### config.mk
export PLATFORM = sky130hd
export DESIGN_NAME = led_chain_spi_bit_encoder
export DESIGN_NICKNAME = d
export VERILOG_FILES = /design/src/rtl/core/lcsbe_pkg.sv /design/src/rtl/core/lcsbe_front.sv /design/src/rtl/core/lcsbe_queue.sv /design/src/rtl/core/lcsbe_back.sv /design/src/rtl/core/led_chain_spi_bit_encoder.sv
export VERILOG_INCLUDE_DIRS = /design/src /design/src/rtl/core
export SDC_FILE = /design/constraint.sdc
export NUM_CORES = 2
export LEC_CHECK = 0
export BUFFER_PORTS_ARGS = -buffer_cell sky130_fd_sc_hd__buf_2
export CAP_MARGIN = 25
export CORE_ASPECT_RATIO = 1.5
export CORE_MARGIN = 5
export CORE_UTILIZATION = 55
export CTS_BUF_LIST = sky130_fd_sc_hd__clkbuf_16
export CTS_CLUSTER_SIZE = 12
export DETAILED_ROUTE_END_ITERATION = 6
export PLACE_DENSITY = 0.75
export REMOVE_ABC_BUFFERS = 1
export SLEW_MARGIN = 0
export SYNTH_ARGS = -nofsm -noshare
export SYNTH_HDL_FRONTEND = slang
export SYNTH_SLANG_ARGS = --single-unit
### constraint.sdc
create_clock -name clock -period 17.07 [get_ports clock]
set_input_delay 0.8535 -clock clock [delete_from_list [all_inputs] [get_ports clock]]
set_output_delay 0.8535 -clock clock [all_outputs]
set_load 0.005 [all_outputs]
### src/rtl/core/led_chain_spi_bit_encoder_defines.svh
// Assertion helpers shared by the LED chain encoder RTL.
`ifndef LED_CHAIN_SPI_BIT_ENCODER_DEFINES_SVH
`define LED_CHAIN_SPI_BIT_ENCODER_DEFINES_SVH

// Whenever the antecedent holds, the consequent must hold in the same cycle.
`define LCSBE_ASSERT_IMP(name, clk, rst, ante, cons, msg) \
   name: assert property (@(posedge clk) disable iff (rst) (ante) |-> (cons)) \
      else $error(msg);

// The condition must hold at every clock edge outside of reset.
`define LCSBE_ASSERT_ALWAYS(name, clk, rst, cond, msg) \
   name: assert property (@(posedge clk) disable iff (rst) 1'b1 |-> (cond)) \
      else $error(msg);

`endif

### src/rtl/core/lcsbe_pkg.sv
`timescale 1ns / 1ps
`default_nettype none

package lcsbe_pkg;

   localparam int MAX_LEDS_DEF = 64;

   localparam int COLOR_W = 8;
   localparam int CODE_W  = 64;
   localparam int INDEX_W = 6;
   localparam int COUNT_W = 7;
   localparam int FUNC_W  = 2;
   localparam int PIXEL_W = 3 * COLOR_W;

   localparam int CSR_ADDR_W = 4;
   localparam int CSR_DATA_W = 32;
   localparam int REG_IDX_W  = 2;

   localparam logic [REG_IDX_W-1:0] REG_LED_COUNT    = 2'd0;
   localparam logic [REG_IDX_W-1:0] REG_ONE_PATTERN  = 2'd1;
   localparam logic [REG_IDX_W-1:0] REG_ZERO_PATTERN = 2'd2;

   localparam logic [COUNT_W-1:0] LED_COUNT_RST    = 7'd6;
   localparam logic [COLOR_W-1:0] ONE_PATTERN_RST  = 8'h7E;
   localparam logic [COLOR_W-1:0] ZERO_PATTERN_RST = 8'h70;

   localparam logic [FUNC_W-1:0] FUNC_WRITE = 2'd0;
   localparam logic [FUNC_W-1:0] FUNC_READ  = 2'd1;
   localparam logic [FUNC_W-1:0] FUNC_SHOW  = 2'd2;

   // Must be a power of two so that the queue pointers wrap by themselves.
   localparam int QUEUE_DEPTH = 2;

   typedef struct packed {
      logic [FUNC_W-1:0]  func;
      logic               index_ok;
      logic [INDEX_W-1:0] index;
      logic [COLOR_W-1:0] red;
      logic [COLOR_W-1:0] green;
      logic [COLOR_W-1:0] blue;
   } cmd_type;

   typedef struct packed {
      logic [COLOR_W-1:0] one_pattern;
      logic [COLOR_W-1:0] zero_pattern;
   } pattern_type;

   // One line byte per data bit, MSB first in the top byte of the code.
   function automatic logic [CODE_W-1:0] encode_color(
      input logic [COLOR_W-1:0] color,
      input pattern_type        pat
   );
      logic [CODE_W-1:0] code;
      int                b;
      code = '0;
      for (b = 0; b < COLOR_W; b++) begin
         code[b*COLOR_W +: COLOR_W] = color[b] ? pat.one_pattern : pat.zero_pattern;
      end
      return code;
   endfunction

endpackage

`default_nettype wire

### src/rtl/core/lcsbe_front.sv
`timescale 1ns / 1ps
`default_nettype none

module lcsbe_front #(
   parameter int MAX_LEDS = lcsbe_pkg::MAX_LEDS_DEF
) (
   input  logic                              req_valid,
   output logic                              req_stall,
   input  logic [lcsbe_pkg::FUNC_W-1:0]      req_func,
   input  logic [lcsbe_pkg::INDEX_W-1:0]     req_led_index,
   input  logic [lcsbe_pkg::COLOR_W-1:0]     req_red_in,
   input  logic [lcsbe_pkg::COLOR_W-1:0]     req_green_in,
   input  logic [lcsbe_pkg::COLOR_W-1:0]     req_blue_in,
   input  logic [$clog2(MAX_LEDS+1)-1:0]     active_count,
   input  logic                              queue_full,
   output logic                              push,
   output lcsbe_pkg::cmd_type                cmd
);

   localparam int COUNT_W = lcsbe_pkg::COUNT_W;

   logic index_ok;
   logic keep;

   assign req_stall = queue_full;
   assign index_ok  = {1'b0, req_led_index} < COUNT_W'(active_count);

   // Items that cause nothing (dropped writes, empty shows, the unused code)
   // are consumed here and never reach the back end.
   always_comb begin
      unique case (req_func)
         lcsbe_pkg::FUNC_WRITE: keep = index_ok;
         lcsbe_pkg::FUNC_READ:  keep = 1'b1;
         lcsbe_pkg::FUNC_SHOW:  keep = (active_count != '0);
         default:               keep = 1'b0;
      endcase
   end

   assign push = req_valid && !queue_full && keep;

   always_comb begin
      cmd.func     = req_func;
      cmd.index_ok = index_ok;
      cmd.index    = req_led_index;
      cmd.red      = req_red_in;
      cmd.green    = req_green_in;
      cmd.blue     = req_blue_in;
   end

endmodule

`default_nettype wire

### src/rtl/core/lcsbe_queue.sv
`timescale 1ns / 1ps
`default_nettype none

`include "led_chain_spi_bit_encoder_defines.svh"

module lcsbe_queue (
   input  logic               clock,
   input  logic               reset,
   input  logic               push,
   input  lcsbe_pkg::cmd_type push_cmd,
   output logic               full,
   input  logic               pop,
   output logic               valid,
   output lcsbe_pkg::cmd_type pop_cmd
);

   localparam int DEPTH = lcsbe_pkg::QUEUE_DEPTH;
   localparam int PTR_W = (DEPTH > 1) ? $clog2(DEPTH) : 1;
   localparam int CNT_W = $clog2(DEPTH + 1);

   lcsbe_pkg::cmd_type slot_ff [DEPTH];
   logic [PTR_W-1:0]   wr_ptr_ff;
   logic [PTR_W-1:0]   wr_ptr_in;
   logic [PTR_W-1:0]   rd_ptr_ff;
   logic [PTR_W-1:0]   rd_ptr_in;
   logic [CNT_W-1:0]   count_ff;
   logic [CNT_W-1:0]   count_in;

   assign full    = (count_ff == CNT_W'(DEPTH));
   assign valid   = (count_ff != '0);
   assign pop_cmd = slot_ff[rd_ptr_ff];

   always_comb begin
      wr_ptr_in = push ? wr_ptr_ff + 1'b1 : wr_ptr_ff;
      rd_ptr_in = pop ? rd_ptr_ff + 1'b1 : rd_ptr_ff;
      count_in  = count_ff;
      if (push && !pop) begin
         count_in = count_ff + 1'b1;
      end else if (pop && !push) begin
         count_in = count_ff - 1'b1;
      end
   end

   always_ff @(posedge clock) begin
      if (reset) begin
         wr_ptr_ff <= '0;
         rd_ptr_ff <= '0;
         count_ff  <= '0;
      end else begin
         wr_ptr_ff <= wr_ptr_in;
         rd_ptr_ff <= rd_ptr_in;
         count_ff  <= count_in;
      end
   end

   always_ff @(posedge clock) begin
      if (push) begin
         slot_ff[wr_ptr_ff] <= push_cmd;
      end
   end

   `LCSBE_ASSERT_IMP(a_no_push_full, clock, reset, push, !full, "queue push while full")
   `LCSBE_ASSERT_IMP(a_no_pop_empty, clock, reset, pop, valid, "queue pop while empty")
   `LCSBE_ASSERT_ALWAYS(a_count_range, clock, reset, count_ff <= CNT_W'(DEPTH), "queue overfill")

endmodule

`default_nettype wire

### src/rtl/core/lcsbe_back.sv
`timescale 1ns / 1ps
`default_nettype none

`include "led_chain_spi_bit_encoder_defines.svh"

module lcsbe_back #(
   parameter int MAX_LEDS = lcsbe_pkg::MAX_LEDS_DEF
) (
   input  logic                            clock,
   input  logic                            reset,
   input  logic [$clog2(MAX_LEDS+1)-1:0]   active_count,
   input  lcsbe_pkg::pattern_type          patterns,
   input  logic                            q_valid,
   input  lcsbe_pkg::cmd_type              q_cmd,
   output logic                            q_pop,
   output logic                            rsp_valid,
   input  logic                            rsp_stall,
   output logic                            rsp_result_kind,
   output logic [lcsbe_pkg::COLOR_W-1:0]   rsp_red_out,
   output logic [lcsbe_pkg::COLOR_W-1:0]   rsp_green_out,
   output logic [lcsbe_pkg::COLOR_W-1:0]   rsp_blue_out,
   output logic [lcsbe_pkg::CODE_W-1:0]    rsp_green_code,
   output logic [lcsbe_pkg::CODE_W-1:0]    rsp_red_code,
   output logic [lcsbe_pkg::CODE_W-1:0]    rsp_blue_code,
   output logic                            rsp_last_of_run
);

   localparam int CNT_W   = $clog2(MAX_LEDS + 1);
   localparam int ADDR_W  = (MAX_LEDS > 1) ? $clog2(MAX_LEDS) : 1;
   localparam int COLOR_W = lcsbe_pkg::COLOR_W;
   localparam int CODE_W  = lcsbe_pkg::CODE_W;
   localparam int PIXEL_W = lcsbe_pkg::PIXEL_W;

   localparam logic ST_IDLE = 1'b0;
   localparam logic ST_SHOW = 1'b1;

   logic                 state_ff;
   logic                 state_in;
   logic [ADDR_W-1:0]    cnt_ff;
   logic [ADDR_W-1:0]    cnt_in;

   logic [PIXEL_W-1:0]   pix_mem [MAX_LEDS];
   logic [MAX_LEDS-1:0]  pix_ok_ff;
   logic [PIXEL_W-1:0]   rd_data_ff;

   logic                 s1_valid_ff;
   logic                 s1_valid_in;
   logic                 s1_show_ff;
   logic                 s1_last_ff;
   logic                 s1_zero_ff;

   logic                 rsp_valid_ff;
   logic                 rsp_valid_in;
   logic                 rsp_kind_ff;
   logic [COLOR_W-1:0]   rsp_red_ff;
   logic [COLOR_W-1:0]   rsp_green_ff;
   logic [COLOR_W-1:0]   rsp_blue_ff;
   logic [CODE_W-1:0]    rsp_gcode_ff;
   logic [CODE_W-1:0]    rsp_rcode_ff;
   logic [CODE_W-1:0]    rsp_bcode_ff;
   logic                 rsp_last_ff;

   logic                 s1_adv;
   logic                 s1_free;
   logic [ADDR_W-1:0]    q_addr;
   logic [CNT_W-1:0]     last_idx;
   logic                 wr_en;
   logic                 rd_issue;
   logic [ADDR_W-1:0]    rd_addr;
   logic                 rd_show;
   logic                 rd_last;
   logic                 rd_zero;
   logic [COLOR_W-1:0]   s1_red;
   logic [COLOR_W-1:0]   s1_green;
   logic [COLOR_W-1:0]   s1_blue;

   assign s1_adv   = s1_valid_ff && (!rsp_valid_ff || !rsp_stall);
   assign s1_free  = !s1_valid_ff || s1_adv;
   assign q_addr   = q_cmd.index[ADDR_W-1:0];
   assign last_idx = active_count - 1'b1;

   always_comb begin
      q_pop    = 1'b0;
      wr_en    = 1'b0;
      rd_issue = 1'b0;
      rd_addr  = '0;
      rd_show  = 1'b0;
      rd_last  = 1'b0;
      rd_zero  = 1'b0;
      state_in = state_ff;
      cnt_in   = cnt_ff;
      unique case (state_ff)
         ST_IDLE: begin
            if (q_valid) begin
               unique case (q_cmd.func)
                  lcsbe_pkg::FUNC_WRITE: begin
                     q_pop = 1'b1;
                     wr_en = 1'b1;
                  end
                  lcsbe_pkg::FUNC_READ: begin
                     if (s1_free) begin
                        q_pop    = 1'b1;
                        rd_issue = 1'b1;
                        rd_addr  = q_cmd.index_ok ? q_addr : '0;
                        rd_last  = 1'b1;
                        rd_zero  = !q_cmd.index_ok;
                     end
                  end
                  lcsbe_pkg::FUNC_SHOW: begin
                     if (s1_free) begin
                        q_pop    = 1'b1;
                        rd_issue = 1'b1;
                        rd_show  = 1'b1;
                        rd_last  = (active_count == CNT_W'(1));
                        if (active_count != CNT_W'(1)) begin
                           state_in = ST_SHOW;
                           cnt_in   = ADDR_W'(1);
                        end
                     end
                  end
                  default: q_pop = 1'b1;
               endcase
            end
         end
         ST_SHOW: begin
            if (s1_free) begin
               rd_issue = 1'b1;
               rd_addr  = cnt_ff;
               rd_show  = 1'b1;
               rd_last  = (CNT_W'(cnt_ff) == last_idx);
               if (CNT_W'(cnt_ff) == last_idx) begin
                  state_in = ST_IDLE;
               end else begin
                  cnt_in = cnt_ff + 1'b1;
               end
            end
         end
         default: state_in = ST_IDLE;
      endcase
   end

   always_ff @(posedge clock) begin
      if (reset) begin
         state_ff  <= ST_IDLE;
         cnt_ff    <= '0;
         pix_ok_ff <= '0;
      end else begin
         state_ff <= state_in;
         cnt_ff   <= cnt_in;
         if (wr_en) begin
            pix_ok_ff[q_addr] <= 1'b1;
         end
      end
   end

   // Pixel store: one write port and one registered read port.
   always_ff @(posedge clock) begin
      if (wr_en) begin
         pix_mem[q_addr] <= {q_cmd.red, q_cmd.green, q_cmd.blue};
      end
      if (rd_issue) begin
         rd_data_ff <= pix_mem[rd_addr];
      end
   end

   assign s1_valid_in = rd_issue || (s1_valid_ff && !s1_adv);

   always_ff @(posedge clock) begin
      if (reset) begin
         s1_valid_ff <= 1'b0;
      end else begin
         s1_valid_ff <= s1_valid_in;
      end
   end

   // An entry never written since reset reads as an LED that is off.
   always_ff @(posedge clock) begin
      if (rd_issue) begin
         s1_show_ff <= rd_show;
         s1_last_ff <= rd_last;
         s1_zero_ff <= rd_zero || !pix_ok_ff[rd_addr];
      end
   end

   assign s1_red   = s1_zero_ff ? '0 : rd_data_ff[2*COLOR_W +: COLOR_W];
   assign s1_green = s1_zero_ff ? '0 : rd_data_ff[COLOR_W +: COLOR_W];
   assign s1_blue  = s1_zero_ff ? '0 : rd_data_ff[0 +: COLOR_W];

   assign rsp_valid_in = s1_adv || (rsp_valid_ff && rsp_stall);

   always_ff @(posedge clock) begin
      if (reset) begin
         rsp_valid_ff <= 1'b0;
      end else begin
         rsp_valid_ff <= rsp_valid_in;
      end
   end

   always_ff @(posedge clock) begin
      if (s1_adv) begin
         rsp_kind_ff  <= s1_show_ff;
         rsp_red_ff   <= s1_show_ff ? '0 : s1_red;
         rsp_green_ff <= s1_show_ff ? '0 : s1_green;
         rsp_blue_ff  <= s1_show_ff ? '0 : s1_blue;
         rsp_gcode_ff <= s1_show_ff ? lcsbe_pkg::encode_color(s1_green, patterns) : '0;
         rsp_rcode_ff <= s1_show_ff ? lcsbe_pkg::encode_color(s1_red, patterns) : '0;
         rsp_bcode_ff <= s1_show_ff ? lcsbe_pkg::encode_color(s1_blue, patterns) : '0;
         rsp_last_ff  <= s1_last_ff;
      end
   end

   assign rsp_valid       = rsp_valid_ff;
   assign rsp_result_kind = rsp_kind_ff;
   assign rsp_red_out     = rsp_red_ff;
   assign rsp_green_out   = rsp_green_ff;
   assign rsp_blue_out    = rsp_blue_ff;
   assign rsp_green_code  = rsp_gcode_ff;
   assign rsp_red_code    = rsp_rcode_ff;
   assign rsp_blue_code   = rsp_bcode_ff;
   assign rsp_last_of_run = rsp_last_ff;

   `LCSBE_ASSERT_IMP(a_no_pop_in_show, clock, reset, state_ff == ST_SHOW, !q_pop, "pop during show")
   `LCSBE_ASSERT_IMP(a_read_is_last, clock, reset, s1_valid_ff && !s1_show_ff, s1_last_ff, "read not last")
   `LCSBE_ASSERT_IMP(a_show_cnt_range, clock, reset, state_ff == ST_SHOW, CNT_W'(cnt_ff) < active_count, "show index out of range")

endmodule

`default_nettype wire

### src/rtl/core/led_chain_spi_bit_encoder.sv
`timescale 1ns / 1ps
`default_nettype none

// Channel   Direction  Handshake                Beat contents
// req_      in         req_valid / req_stall    func, led_index, red_in, green_in, blue_in
// rsp_      out        rsp_valid / rsp_stall    result_kind, colors, three 64-bit codes, last
// csr       in/out     psel / penable / pready  led_count, one_pattern, zero_pattern
//
// A write or read takes one pixel store access; a show streams one encoded LED per
// cycle while rsp_ does not stall, so a show of N LEDs takes N store reads.
// A read answer passes the command queue, the store read register and the output register.
// Reset is synchronous and active high; the pixel store reads as all zeros after it.
// A stall on rsp_ backs up the back end; the queue then fills and raises req_stall.

module led_chain_spi_bit_encoder #(
   parameter int MAX_LEDS = lcsbe_pkg::MAX_LEDS_DEF
) (
   input  logic                                clock,
   input  logic                                reset,

   input  logic                                req_valid,
   output logic                                req_stall,
   input  logic [lcsbe_pkg::FUNC_W-1:0]        req_func,
   input  logic [lcsbe_pkg::INDEX_W-1:0]       req_led_index,
   input  logic [lcsbe_pkg::COLOR_W-1:0]       req_red_in,
   input  logic [lcsbe_pkg::COLOR_W-1:0]       req_green_in,
   input  logic [lcsbe_pkg::COLOR_W-1:0]       req_blue_in,

   output logic                                rsp_valid,
   input  logic                                rsp_stall,
   output logic                                rsp_result_kind,
   output logic [lcsbe_pkg::COLOR_W-1:0]       rsp_red_out,
   output logic [lcsbe_pkg::COLOR_W-1:0]       rsp_green_out,
   output logic [lcsbe_pkg::COLOR_W-1:0]       rsp_blue_out,
   output logic [lcsbe_pkg::CODE_W-1:0]        rsp_green_code,
   output logic [lcsbe_pkg::CODE_W-1:0]        rsp_red_code,
   output logic [lcsbe_pkg::CODE_W-1:0]        rsp_blue_code,
   output logic                                rsp_last_of_run,

   input  logic                                psel,
   input  logic                                penable,
   input  logic                                pwrite,
   input  logic [lcsbe_pkg::CSR_ADDR_W-1:0]    paddr,
   input  logic [lcsbe_pkg::CSR_DATA_W-1:0]    pwdata,
   output logic [lcsbe_pkg::CSR_DATA_W-1:0]    prdata,
   output logic                                pready
);

   localparam int CNT_W      = $clog2(MAX_LEDS + 1);
   localparam int COUNT_W    = lcsbe_pkg::COUNT_W;
   localparam int COLOR_W    = lcsbe_pkg::COLOR_W;
   localparam int CSR_ADDR_W = lcsbe_pkg::CSR_ADDR_W;
   localparam int CSR_DATA_W = lcsbe_pkg::CSR_DATA_W;
   localparam int REG_IDX_W  = lcsbe_pkg::REG_IDX_W;

   // Configuration registers. Registers sit on 32-bit word boundaries, so the
   // word index is the address with its two byte bits dropped.
   logic [COUNT_W-1:0]    led_count_ff;
   logic [COLOR_W-1:0]    one_pattern_ff;
   logic [COLOR_W-1:0]    zero_pattern_ff;
   logic [REG_IDX_W-1:0]  reg_idx;
   logic                  csr_wr;

   assign reg_idx = paddr[CSR_ADDR_W-1:2];
   assign csr_wr  = psel && penable && pwrite;
   assign pready  = 1'b1;

   always_ff @(posedge clock) begin
      if (reset) begin
         led_count_ff    <= lcsbe_pkg::LED_COUNT_RST;
         one_pattern_ff  <= lcsbe_pkg::ONE_PATTERN_RST;
         zero_pattern_ff <= lcsbe_pkg::ZERO_PATTERN_RST;
      end else if (csr_wr) begin
         unique case (reg_idx)
            lcsbe_pkg::REG_LED_COUNT:    led_count_ff    <= pwdata[COUNT_W-1:0];
            lcsbe_pkg::REG_ONE_PATTERN:  one_pattern_ff  <= pwdata[COLOR_W-1:0];
            lcsbe_pkg::REG_ZERO_PATTERN: zero_pattern_ff <= pwdata[COLOR_W-1:0];
            default: ;
         endcase
      end
   end

   always_comb begin
      unique case (reg_idx)
         lcsbe_pkg::REG_LED_COUNT:    prdata = CSR_DATA_W'(led_count_ff);
         lcsbe_pkg::REG_ONE_PATTERN:  prdata = CSR_DATA_W'(one_pattern_ff);
         lcsbe_pkg::REG_ZERO_PATTERN: prdata = CSR_DATA_W'(zero_pattern_ff);
         default:                     prdata = '0;
      endcase
   end

   // The programmed count saturates at the size of the store. A count of zero
   // turns every index invalid and makes a show produce nothing.
   logic [CNT_W-1:0]       active_count;
   lcsbe_pkg::pattern_type patterns;

   assign active_count = (led_count_ff >= COUNT_W'(MAX_LEDS)) ? CNT_W'(MAX_LEDS)
                                                              : led_count_ff[CNT_W-1:0];
   assign patterns.one_pattern  = one_pattern_ff;
   assign patterns.zero_pattern = zero_pattern_ff;

   // Front end: takes request beats, checks the index against the count and
   // drops the items that have no effect.
   logic               push;
   logic               queue_full;
   lcsbe_pkg::cmd_type push_cmd;

   lcsbe_front #(
      .MAX_LEDS (MAX_LEDS)
   ) u_front (
      .req_valid     (req_valid),
      .req_stall     (req_stall),
      .req_func      (req_func),
      .req_led_index (req_led_index),
      .req_red_in    (req_red_in),
      .req_green_in  (req_green_in),
      .req_blue_in   (req_blue_in),
      .active_count  (active_count),
      .queue_full    (queue_full),
      .push          (push),
      .cmd           (push_cmd)
   );

   // The short command queue lets the front keep taking beats while the back
   // end is busy streaming a show or waiting on a stalled result.
   logic               q_pop;
   logic               q_valid;
   lcsbe_pkg::cmd_type q_cmd;

   lcsbe_queue u_queue (
      .clock    (clock),
      .reset    (reset),
      .push     (push),
      .push_cmd (push_cmd),
      .full     (queue_full),
      .pop      (q_pop),
      .valid    (q_valid),
      .pop_cmd  (q_cmd)
   );

   // Back end: owns the pixel store, sequences the show run, encodes each shown
   // color into line bytes and holds the result beat in an output register.
   lcsbe_back #(
      .MAX_LEDS (MAX_LEDS)
   ) u_back (
      .clock           (clock),
      .reset           (reset),
      .active_count    (active_count),
      .patterns        (patterns),
      .q_valid         (q_valid),
      .q_cmd           (q_cmd),
      .q_pop           (q_pop),
      .rsp_valid       (rsp_valid),
      .rsp_stall       (rsp_stall),
      .rsp_result_kind (rsp_result_kind),
      .rsp_red_out     (rsp_red_out),
      .rsp_green_out   (rsp_green_out),
      .rsp_blue_out    (rsp_blue_out),
      .rsp_green_code  (rsp_green_code),
      .rsp_red_code    (rsp_red_code),
      .rsp_blue_code   (rsp_blue_code),
      .rsp_last_of_run (rsp_last_of_run)
   );

endmodule

`default_nettype wire

==> results.md <==
- Area Growth Syn to Fin: 11.5%
- Final Hold Viols: 0
- Multi-input logic area: 18,600 sq um
- CTS resizes: 0
- Worst Skew: 0.0294 ns
- Placer congestion estimate: 0.851
- Longest Clk Path Bufs: 3
- CP Buf/Inv Count: 4
- Sw Pwr: 2.99 mW
- Hold depth: 1
- Die ar.: 149,000 sq um
- Dpl hpwl: 115,000 um
- Clock power share: 32.4%
- Worst Hold End: u_queue.slot_ff[1][12]$_DFFE_PP_
- Sw frac: 26.6%
- Grt total ovfl: 0
- Status: completed
- Clock sink total: 1,948
- Post-synthesis sequential area ratio: 74.1%
- Layout cell share with drive strength beyond 1: 13.5%
- All-Layer GR Usage: 26.7%
- Setup-failing EPs final: 0
- Crit. End Element: flop
- Core area: 140,000 sq um
- Hold WC Path Type: primary input to flop
- RSZ-0062 raised after global routing: false
- Site Rows: 168
- Nets: 5,919
- Worst reg2reg endpoint: u_back.rd_data_ff[8]$_DFFE_PP_
- Dpl cells: 7,514
- # hold bufs at CTS: 0
- HP Start: req_green_in[4]
- Power Density: 130 nW/um^2
- Depth of the CTS H-tree: 4
- Pint: 8.25 mW
- Critical Path RT: 17.57 ns
- Max Transition Viols Final: 0
- First-pass GRT wire length: 295,000 um
- Critical-path cell list: mux2i_1 > ha_1 > inv_1 > o41ai_2 > and2_4 > buf_4 > buf_12 > buf_4 > mux2i_1 > o22ai_1 > or4_1 > nor4_1 > nor4_1
- Synthesized area per cell: 13.9 sq um
- Horiz. Die Dim: 317 um
- First-iteration detailed-routing DRC count: 6,390
- CP peak stage delay: 0.82 ns
- Vias in the first global route: 46,600
- CP Class: flop to flop
- Via density: 6.15
- Main synth FF type: edfxtp_1
- CTS tree: built
- IO Count: 328
- Later-pin clock latency in the skew report: 0.81 ns
- Drt first pass iters: 7
- CP max stage cell: buf_4
- Routed len/inst: 26.0 um
- Share of total power in sequential cells: 51.9%
- Flops & latches, synth: 1,948
- Post-place instance area: 81,200 sq um
- Final instance area: 86,500 sq um
- CP Data Arrival Time: 7.39 ns
- Max_cap viols: 0
- Drt drc: 0
- Fill cells: 9,950
- Gate power share: 15.6%
- Worst-path clk slew: 0.06 ns
- Yosys cell types: 61
- DRT antenna net count: 0
- Static leakage power: 28.6 nW
- Worst slew pin tran: 1.23 ns
- Cell Count, Final, Fillers Out: 7,805
- Crit Path Max Fanout: 132
- Worst vdd ir: 0.102 mV
- Fraction of registers with async set/reset: 0%
- DIE HEIGHT: 470 um
- Drt total wl: 203,000 um
- Hold Slack: 0.248 ns
- Slew headroom: 16.9%
- Seq. cell area: 57,500 sq um
- Starting Density: 55.4%
- Via Count: 48,000
- Min cycle time layout: 6.89 ns
- Max Clk Rate: 145 MHz
- Reg2Reg Setup Slack: 10.18 ns
- Setup TNS: 0 ns
- Number of flops mapped to enable cells by yosys: 1,847
- Crit path launch type: flop
- Initial antenna violation count: 12
- Cell family with most CP delay: buffers and inverters
- Mapped Area: 77,600 sq um
- Port Buf Inserts: 276
- Largest net degree at the start of global routing: 218
- TritonCTS Buffers: 183
- Final period utilization: 40.3%
- Post-CTS Repair Setup Buffers: 0
- Clock Tree Root: clkbuf_16
- Yosys warns: 0
- Syn Inst Count: 5,578
- Worst r2r path cells: 13
-- logic make-up (layout without fill, tap and decap cells) --
family,after synthesis,after routing,share of synthesized area (%)
buffers and inverters,415,739,2.47
AND/OR/NAND/NOR,1828,1828,10.1
multiplexers,447,447,5.88
other,2,35,0.00968
adder cells (fa/ha/maj),12,12,0.194
AO/OA/AOI/OAI,916,916,7.11
flip-flops,1948,1948,74.1
XOR/XNOR,10,10,0.113
-- layout by cell type, fill, tap and decap left out, types with 10 or more instances in the layout --
cell type  Yosys  layout
diode_2        0      10
conb_1         2      25
mux2i_1      405     405
nor2_1       228     162
nor4_1       121     117
a21boi_0     193     192
buf_4         51     159
o21ba_2       15      15
o21ai_0       86      86
nand2b_1      34      34
inv_1         11      84
a21oi_1      427     426
dfxtp_1      101     100
nor2_2         0      59
edfxtp_1    1847    1847
mux2_2        39      39
a211o_1       12      12
or3_1         27      27
nor2b_1       39      38
buf_2        100     284
ha_1          12      12
clkbuf_16      0     192
o22ai_1      147     147
or4_1         76      76
nand2_1     1256    1255
-- sequential cells by signal (all words and copies together) (netlist names), 8 cells and up, named ones only --
| name | count |
|---|---|
| u_back.pix_mem | 1536 |
| u_back.rsp_blue_out | 8 |
| u_back.rsp_blue_code | 64 |
| u_back.rsp_red_out | 8 |
| u_back.rsp_red_code | 64 |
| u_back.rd_data_ff | 24 |
| u_queue.slot_ff | 66 |
| zero_pattern_ff | 8 |
| u_back.rsp_green_code | 64 |
| u_back.rsp_green_out | 8 |
| one_pattern_ff | 8 |
| u_back.pix_ok_ff | 64 |
-- power by group through the flow --
stage | combinational (mW) | sequential (mW) | clock (mW)
after floorplan | 1.69 | 6.06 | 0
final | 1.76 | 5.84 | 3.64
after detailed placement | 1.73 | 5.93 | 0
after global placement | 1.68 | 5.93 | 0
after CTS | 1.74 | 5.83 | 3.67
after global routing | 1.88 | 5.85 | 3.88
-- per-stage QoR --
stage | worst slack [ns] | total power [mW] | utilization, %
floorplan | -7.55 | 7.75 | -
global placement | 10.30 | 7.61 | 57.9
detailed placement | 10.27 | 7.66 | 58.0
CTS | 10.25 | 11.2 | 61.7
global route | 9.99 | 11.6 | 61.7
finish | 10.18 | 11.2 | 61.8
-- cells in the mapped netlist (44+ instances only) --
cell type  instances  area (sq um)
edfxtp_1        1847         55500
clkbuf_1         204           766
a21oi_1          427          2140
buf_4             51           383
nor4_1           121           757
dfxtp_1          101          2020
or4_1             76           571
nand2_1         1256          4710
o22ai_1          147           920
a21boi_0         193          1450
mux2i_1          405          4050
buf_2            100           500
buf_1             44           165
o21ai_0           86           430
nor2_1           228           856
-- how the worst max path moves through the flow --
stage                                                 to  start  cells past startpoint  slack, ns
after floorplan              u_back.s1_zero_ff$_DFFE_PP_   flop                     10      -7.55
after global placement    u_back.rd_data_ff[6]$_DFFE_PP_   flop                     13      10.30
after detailed placement  u_back.rd_data_ff[8]$_DFFE_PP_   flop                     13      10.27
after CTS                 u_back.rd_data_ff[8]$_DFFE_PP_   flop                     13      10.25
after global routing      u_back.rd_data_ff[8]$_DFFE_PP_   flop                     13       9.99
final                     u_back.rd_data_ff[8]$_DFFE_PP_   flop                     13      10.18
-- area by class of cell --
type | instances | area share [%]
Sequential cell | 1948 | 66.5
Antenna cell | 10 | 0.0289
Clock buffer | 192 | 5.56
Inverter | 11 | 0.0478
Clock inverter | 86 | 0.469
Tap cell | 1870 | 2.71
Multi-Input combinational cell | 3238 | 21.5
Timing Repair Buffer | 450 | 3.20
-- layer usage --
| layer | up-vias | share of wire, % | GRT usage (%) |
|---|---|---|---|
| li1 | 20900 | - | - |
| met1 | 23500 | 34 | 32.6 |
| met2 | 2944 | 49 | 45.2 |
| met3 | 606 | 10 | 4.80 |
| met4 | 4 | 6.3 | 14.6 |
| met5 | - | 0.014 | 0 |
Note: power is estimated with default switching activity, not from simulation.
